<file path="src/rtl/core/bsil_pkg.sv">
package bsil_pkg;

    // Field widths fixed by the interface
    localparam int DATA_W = 32;
    localparam int POS_W  = 5;
    localparam int CMD_W  = 4;
    localparam int CAP_W  = 5;

    localparam logic [CAP_W-1:0] CAP_RESET = 5'd16;

    // Command codes
    typedef enum logic [CMD_W-1:0] {
        CMD_PUSH_BACK  = 4'd0,
        CMD_PUSH_FRONT = 4'd1,
        CMD_INSERT     = 4'd2,
        CMD_READ       = 4'd3,
        CMD_WRITE      = 4'd4,
        CMD_FRONT      = 4'd5,
        CMD_BACK       = 4'd6,
        CMD_CLEAR      = 4'd7,
        CMD_QUERY      = 4'd8
    } cmd_t;

    // Per-cell update control
    typedef struct packed {
        logic load;        // take the new value
        logic take_lower;  // take the lower neighbor's value (shift up)
    } cell_ctrl_t;

endpackage

</file>
<file path="src/rtl/core/bsil_cell.sv">
module bsil_cell (
    input  logic                                clk,
    input  bsil_pkg::cell_ctrl_t                ctrl,
    input  logic signed [bsil_pkg::DATA_W-1:0]  new_value,
    input  logic signed [bsil_pkg::DATA_W-1:0]  lower_value,
    output logic signed [bsil_pkg::DATA_W-1:0]  value
);

    logic signed [bsil_pkg::DATA_W-1:0] value_reg;
    logic signed [bsil_pkg::DATA_W-1:0] value_next;

    // Shift from the neighbor wins over a local load
    always_comb
    begin
        value_next = value_reg;
        if (ctrl.take_lower)
        begin
            value_next = lower_value;
        end
        else if (ctrl.load)
        begin
            value_next = new_value;
        end
    end

    // Payload only, no reset
    always_ff @(posedge clk)
    begin
        value_reg <= value_next;
    end

    assign value = value_reg;

endmodule

</file>
<file path="src/rtl/core/bounded_shift_insert_list.sv">
// A result is registered and appears in the cycle after its command is accepted, strobed by done.
// Throughput: one command per cycle; busy stays low and every shift is done at once
// because each entry lives in its own cell of a row that moves in parallel.
// The receiver cannot stall; each result is valid for the single cycle done is high.
// Reset: entry count clears to zero and capacity_reg returns to 16; entry cells
// are not reset and are only read below the count.
module bounded_shift_insert_list #(
    parameter int DEPTH = 16
) (
    input  logic                                clk,
    input  logic                                rst_n,
    // command channel
    input  logic                                start,
    output logic                                busy,
    input  logic [bsil_pkg::CMD_W-1:0]          command,
    input  logic [bsil_pkg::POS_W-1:0]          position,
    input  logic signed [bsil_pkg::DATA_W-1:0]  value,
    // result channel
    output logic                                done,
    output logic signed [bsil_pkg::DATA_W-1:0]  read_data,
    output logic [4:0]                          entry_count,
    output logic                                is_empty,
    output logic                                accepted,
    // configuration channel
    input  logic                                cfg_valid,
    output logic                                cfg_ready,
    input  logic [bsil_pkg::CAP_W-1:0]          cfg_data
);

    localparam int CW   = $clog2(DEPTH + 1);
    localparam int AW   = $clog2(DEPTH);
    localparam int CMPW = (CW > bsil_pkg::CAP_W) ? CW : bsil_pkg::CAP_W;

    logic [CW-1:0]                  count_reg;
    logic [CW-1:0]                  count_next;
    logic [bsil_pkg::CAP_W-1:0]     capacity_reg;

    logic                           done_reg;
    logic signed [bsil_pkg::DATA_W-1:0] read_data_reg;
    logic [4:0]                     entry_count_reg;
    logic                           is_empty_reg;
    logic                           accepted_reg;

    logic                           take;
    logic [CMPW-1:0]                count_ext;
    logic [CMPW-1:0]                pos_ext;
    logic [CMPW-1:0]                cap_ext;
    logic [CMPW-1:0]                cap_eff;
    logic                           room;
    logic                           do_insert;
    logic                           do_write;
    logic                           do_read;
    logic                           ok;
    logic [CMPW-1:0]                tgt;
    logic [CMPW-1:0]                rd_idx;
    logic signed [bsil_pkg::DATA_W-1:0] rd_value;

    logic [DEPTH-1:0]               load_vec;
    logic [DEPTH-1:0]               shift_vec;
    logic signed [bsil_pkg::DATA_W-1:0] cell_value [DEPTH];

    assign busy      = 1'b0;
    assign cfg_ready = 1'b1;
    assign take      = start && !busy;

    // Effective capacity is the smaller of the register and the built depth
    assign count_ext = CMPW'(count_reg);
    assign pos_ext   = CMPW'(position);
    assign cap_ext   = CMPW'(capacity_reg);
    assign cap_eff   = (cap_ext > CMPW'(DEPTH)) ? CMPW'(DEPTH) : cap_ext;
    assign room      = count_ext < cap_eff;

    // Command decode
    always_comb
    begin
        do_insert  = 1'b0;
        do_write   = 1'b0;
        do_read    = 1'b0;
        ok         = 1'b0;
        tgt        = pos_ext;
        rd_idx     = pos_ext;
        count_next = count_reg;
        unique case (command)
            bsil_pkg::CMD_PUSH_BACK:
            begin
                tgt       = count_ext;
                do_insert = room;
            end
            bsil_pkg::CMD_PUSH_FRONT:
            begin
                tgt       = '0;
                do_insert = room;
            end
            bsil_pkg::CMD_INSERT:
            begin
                do_insert = room && (pos_ext <= count_ext);
            end
            bsil_pkg::CMD_READ:
            begin
                do_read = pos_ext < count_ext;
            end
            bsil_pkg::CMD_WRITE:
            begin
                do_write = pos_ext < count_ext;
                ok       = do_write;
            end
            bsil_pkg::CMD_FRONT:
            begin
                rd_idx  = '0;
                do_read = count_reg != '0;
            end
            bsil_pkg::CMD_BACK:
            begin
                rd_idx  = count_ext - CMPW'(1);
                do_read = count_reg != '0;
            end
            bsil_pkg::CMD_CLEAR:
            begin
                count_next = '0;
                ok         = 1'b1;
            end
            bsil_pkg::CMD_QUERY:
            begin
                ok = 1'b1;
            end
            default:
            begin
                ok = 1'b0;
            end
        endcase
        if (do_insert)
        begin
            count_next = count_reg + CW'(1);
            ok         = 1'b1;
        end
        if (do_read)
        begin
            ok = 1'b1;
        end
    end

    // Per-cell controls: load at the target, shift cells above it up through the entry count
    always_comb
    begin
        for (int i = 0; i < DEPTH; i++)
        begin
            load_vec[i]  = take && (do_insert || do_write) && (tgt == CMPW'(i));
            shift_vec[i] = take && do_insert && (CMPW'(i) > tgt) && (CMPW'(i) <= count_ext);
        end
    end

    // Row of cells
    for (genvar g = 0; g < DEPTH; g++)
    begin : g_cell
        bsil_pkg::cell_ctrl_t ctrl;
        logic signed [bsil_pkg::DATA_W-1:0] lower;

        assign ctrl.load       = load_vec[g];
        assign ctrl.take_lower = shift_vec[g];
        if (g == 0)
        begin : g_first
            assign lower = value;
        end
        else
        begin : g_rest
            assign lower = cell_value[g-1];
        end

        bsil_cell u_cell (
            .clk         (clk),
            .ctrl        (ctrl),
            .new_value   (value),
            .lower_value (lower),
            .value       (cell_value[g])
        );
    end

    // Read port into the row
    assign rd_value = do_read ? cell_value[rd_idx[AW-1:0]] : '0;

    // Count and configuration
    always_ff @(posedge clk or negedge rst_n)
    begin
        if (!rst_n)
        begin
            count_reg    <= '0;
            capacity_reg <= bsil_pkg::CAP_RESET;
            done_reg     <= 1'b0;
        end
        else
        begin
            done_reg <= take;
            if (take)
            begin
                count_reg <= count_next;
            end
            if (cfg_valid && cfg_ready)
            begin
                capacity_reg <= cfg_data;
            end
        end
    end

    // Result payload
    always_ff @(posedge clk)
    begin
        if (take)
        begin
            read_data_reg   <= rd_value;
            entry_count_reg <= 5'(count_next);
            is_empty_reg    <= count_next == '0;
            accepted_reg    <= ok;
        end
    end

    assign done        = done_reg;
    assign read_data   = read_data_reg;
    assign entry_count = entry_count_reg;
    assign is_empty    = is_empty_reg;
    assign accepted    = accepted_reg;

`ifndef SYNTHESIS
    a_count_bound: assert property (@(posedge clk) disable iff (!rst_n)
        CMPW'(count_reg) <= CMPW'(DEPTH))
        else $error("entry count above depth");

    a_done_follows: assert property (@(posedge clk) disable iff (!rst_n)
        take |=> done)
        else $error("no result after accepted command");

    a_refused_keeps: assert property (@(posedge clk) disable iff (!rst_n)
        done && !accepted |-> count_reg == $past(count_reg))
        else $error("refused command changed the count");

    a_one_load: assert property (@(posedge clk) disable iff (!rst_n)
        $onehot0(load_vec))
        else $error("more than one cell loaded");

    a_clear_empties: assert property (@(posedge clk) disable iff (!rst_n)
        take && command == bsil_pkg::CMD_CLEAR |=> count_reg == '0 && is_empty)
        else $error("clear left entries");
`endif

endmodule

</file>
<file path="config.mk">
export PLATFORM = sky130hd
export DESIGN_NAME = bounded_shift_insert_list
export DESIGN_NICKNAME = d
export VERILOG_FILES = /design/src/rtl/core/bsil_pkg.sv /design/src/rtl/core/bsil_cell.sv /design/src/rtl/core/bounded_shift_insert_list.sv
export SDC_FILE = /design/constraint.sdc
export NUM_CORES = 1
export LEC_CHECK = 0
export ABC_AREA = 1
export BUFFER_PORTS_ARGS = -buffer_cell sky130_fd_sc_hd__buf_4
export CAP_MARGIN = 20
export CORE_MARGIN = 2
export CORE_UTILIZATION = 30
export DETAILED_ROUTE_END_ITERATION = 7
export GPL_TIMING_DRIVEN = 0
export PLACE_DENSITY = 0.53
export SLEW_MARGIN = 20
export SYNTH_ARGS = -nofsm -noshare
export SYNTH_HDL_FRONTEND = slang
export SYNTH_HIERARCHICAL = 1
export SYNTH_SLANG_ARGS = --single-unit
</file>
<file path="constraint.sdc">
create_clock -name clk -period 7.5 [get_ports clk]
set_input_delay 0.375 -clock clk [delete_from_list [all_inputs] [get_ports clk]]
set_output_delay 0.375 -clock clk [all_outputs]
set_load 0.1 [all_outputs]
</file>
==> results.json <==
{
  "first_global_vias": 23900,
  "grt.total_usage_pct": 17.7,
  "gp_congestion": 0.855,
  "postCtsSetupBuffers": 0,
  "slew-limit-headroom_pct": 26.8,
  "tritoncts": "built",
  "cp-startpoint": "cap_ext[0]$_DFFE_PN0P_",
  "cts_buffer_depth": 3,
  "cts_root_buf": "clkbuf_16",
  "crit_type": "flip-flop to flip-flop",
  "nNetsFinal": 4208,
  "period_needed_ns": 4.66,
  "vias": 24800,
  "tightest_slew_ns": 1.10,
  "fin_setup_tns_ns": 0,
  "rsz0062_at_grt": "false",
  "maxCapViolations": 0,
  "first_pass_iters": 8,
  "viasPerCell": 4.43,
  "leakage_nw": 16.6,
  "syn-instance-count": 3985,
  "synth_area_per_cell_um2": 7.98,
  "async_reset_ff_share_pct": 1.96,
  "crit_top_cell": "nand2_1",
  "pin_count": 92,
  "synth.most_common_cell": "nand2_1",
  "combPwrFrac_pct": 16.8,
  "synth.top_cell.area_share_pct": 52.0,
  "cts_buffers": 61,
  "core-area_um2": 105000,
  "dp_hpwl_um": 76000,
  "ys_top_cells_by_area": "edfxtp_1 52%, nand2_1 25%, nand3_1 8.9%",
  "worst-r2r-cell-count": 15,
  "r2r-end": "g_cell[15].u_cell/value[10]$_DFFE_PP_",
  "antenna_found_initial": 1,
  "p_total_mw": 8.13,
  "netSwitchingFraction_pct": 28.9,
  "grt_use_met1_pct": 22.2,
  "met3_usage_pct": 2.37,
  "antenna_left": 0,
  "yosysUniqueCellTypes": 41,
  "path_clk_slew_ns": 0.07,
  "p_clk_share_pct": 38.9,
  "drt-initial-drc-count": 1855,
  "ys.flop_type": "edfxtp_1",
  "yosys_register_bits": 562,
  "whs_ns": 0.107,
  "critPathRequiredTime_ns": 7.77,
  "r2r_setup_slack_ns": 2.84,
  "hold_viol_final": 0,
  "critPathArrivalTime_ns": 4.92,
  "die_x_um": 330,
  "start_util_pct": 30.2,
  "yosysWarnings": 6,
  "finClkSkew_ns": 0.0154,
  "busiest_layer": "met2",
  "rows": 119,
  "peakVddDrop_mv": 0.180,
  "synth-edff-count": 551,
  "totalWireLength_um": 95800,
  "worstSkewPairLatency_ns": 0.65,
  "fillers": 10900,
  "max_stage_delay_ns": 0.74,
  "synth_area_leader_cell": "edfxtp_1",
  "crit-reg2reg-launch": "cap_ext[0]$_DFFE_PN0P_",
  "crit_buf_inv": 2,
  "cp_top_family": "simple AND/OR/NAND/NOR gates",
  "timing.final.crit_share_pct": 62.1,
  "yosys-top-cells-count": "2111 x nand2_1, 563 x nand3_1, 551 x edfxtp_1",
  "cpMaxStageDelayCell": "nor4_1",
  "slew_violations": 0,
  "crit_chain": "o41ai_1 -> nand2_1 -> ha_1 -> nand2_1 -> nand2_1 -> nand2_1 -> nand2_1 -> nor2_1 -> nand3_1 -> nand2_2 -> nand2_1 -> buf_2 -> nor4_1 -> buf_6 -> or2_2",
  "grt_pass1_wl_um": 145000,
  "endpoint_kind": "flip-flop",
  "final_layout_size_suffix_gt1_share_pct": 10.8,
  "clock_sinks": 562,
  "power.internal_mw": 5.78,
  "setup_violations": 0,
  "dieArea_um2": 109000,
  "largest_reg_flops": 512,
  "h-tree-depth": 2,
  "worstPathMaxFanout": 32,
  "wl_per_cell_um": 17.1,
  "die_h_um": 330,
  "seq_area_frac_synth_pct": 52.9,
  "powerDensity_nw_per_um2": 224,
  "fmax_mhz": 215,
  "hold_class": "primary input to asynchronous set/reset pin",
  "cp.depth": 15,
  "port_buffers": 89,
  "crit_end": "g_cell[15].u_cell/value[10]$_DFFE_PP_",
  "drcViolationCount": 0,
  "p_seq_share_pct": 44.3,
  "area_delta_synth_final_pct": 14.3,
  "power.switching_mw": 2.35,
  "grt_start_max_net_pins": 45,
  "grtUsageMet2_pct": 31.6,
  "grt-ovfl-total": 0,
  "worstSetupStartpointType": "flip-flop",
  "outcome": "finished clean",
  "syn_area_um2": 31800
}
[layout make-up]
| type | count | area, µm² | area share (%) |
|---|---|---|---|
| multi-input combinational | 2886 | 12100 | 33.3 |
| clock inverter | 42 | 460 | 1.27 |
| buffer | 252 | 1760 | 4.83 |
| clock buffer | 70 | 1600 | 4.41 |
| inverter | 286 | 1110 | 3.06 |
| sequential | 562 | 16800 | 46.3 |
| antenna | 2 | 5.00 | 0.0138 |
| timing repair buffer | 96 | 738 | 2.03 |
| tap | 1391 | 1740 | 4.79 |
[what timing repair did]
action / CTS / global route
hold buffers: 7 / 0
resized for setup: 0 / 0
endpoints found under the hold margin: 16 / 0
[cell families (layout without fill, tap and decap cells)]
| group | after synthesis | in the layout | share of synthesized area (%) |
|---|---|---|---|
| buffers and inverters | 538 | 746 | 9.03 |
| other | 2 | 5 | 0.0236 |
| adders and majority gates | 13 | 13 | 0.512 |
| DFF | 562 | 562 | 52.9 |
| and+or+nand+nor | 2792 | 2792 | 36.0 |
| AOI/OAI and AO/OA | 72 | 72 | 1.34 |
| xor gates and xnor gates | 2 | 2 | 0.0551 |
| muxes | 4 | 4 | 0.142 |
[power groups by stage]
stage	Clock [mW]	Sequential, mW	Combinational (mW)
floorplan	0	3.83	0.721
global placement	0	3.66	1.34
detailed placement	0	3.67	1.36
CTS	3.23	3.60	1.36
global route	3.34	3.61	1.51
finish	3.16	3.60	1.37
[stage by stage]
| stage | util (%) | instances | setup WS [ns] | instance area [µm²] |
|---|---|---|---|---|
| global route | 34.5 | 5586 | 2.49 | 36300 |
| floorplan | - | 3986 | 4.13 | 31800 |
| CTS | 34.5 | 5585 | 2.98 | 36300 |
| finish | 34.5 | 5587 | 2.84 | 36300 |
| detailed placement | 32.5 | 5466 | 3.00 | 34200 |
| global placement | 32.5 | 5466 | 3.04 | 34200 |
[worst reg2reg max path, delay by kind of cell, from the launching register on]
family | cells | cell delay [ns]
buffers and inverters | 2 | 0.55
DFF | 1 | 0.40
AOI/OAI and AO/OA | 1 | 0.53
and+or+nand+nor | 11 | 2.48
adders and majority gates | 1 | 0.31
[worst min path at each step]
stage / start / endpoint / depth (start not counted)
CTS: rst_n / count_ext[1]$_DFFE_PN0P_ / 2
global route: rst_n / count_ext[1]$_DFFE_PN0P_ / 2
detailed placement: rst_n / cap_ext[3]$_DFFE_PN0P_ / 1
finish: rst_n / count_ext[1]$_DFFE_PN0P_ / 2
floorplan: rst_n / cap_ext[0]$_DFFE_PN0P_ / 0
global placement: rst_n / cap_ext[1]$_DFFE_PN0P_ / 1
[layer usage]
metal,up-vias,wire length (µm)
met2,558,46900
met3,130,4990
met4,0,2650
met5,-,0
met1,11000,41200
li1,13100,-
[cell usage in the layout (no fill, tap or decap), types with 16 or more instances in the layout]
cell / count
buf_2: 84
buf_1: 22
a21oi_1: 40
nand2_1: 2111
clkbuf_1: 29
or2_2: 17
nand3b_1: 33
inv_4: 16
clkbuf_16: 63
buf_6: 64
nand3_1: 563
edfxtp_1: 551
inv_1: 261
nor2_1: 39
buf_4: 149
No activity file was read; power rests on OpenSTA's default activity.
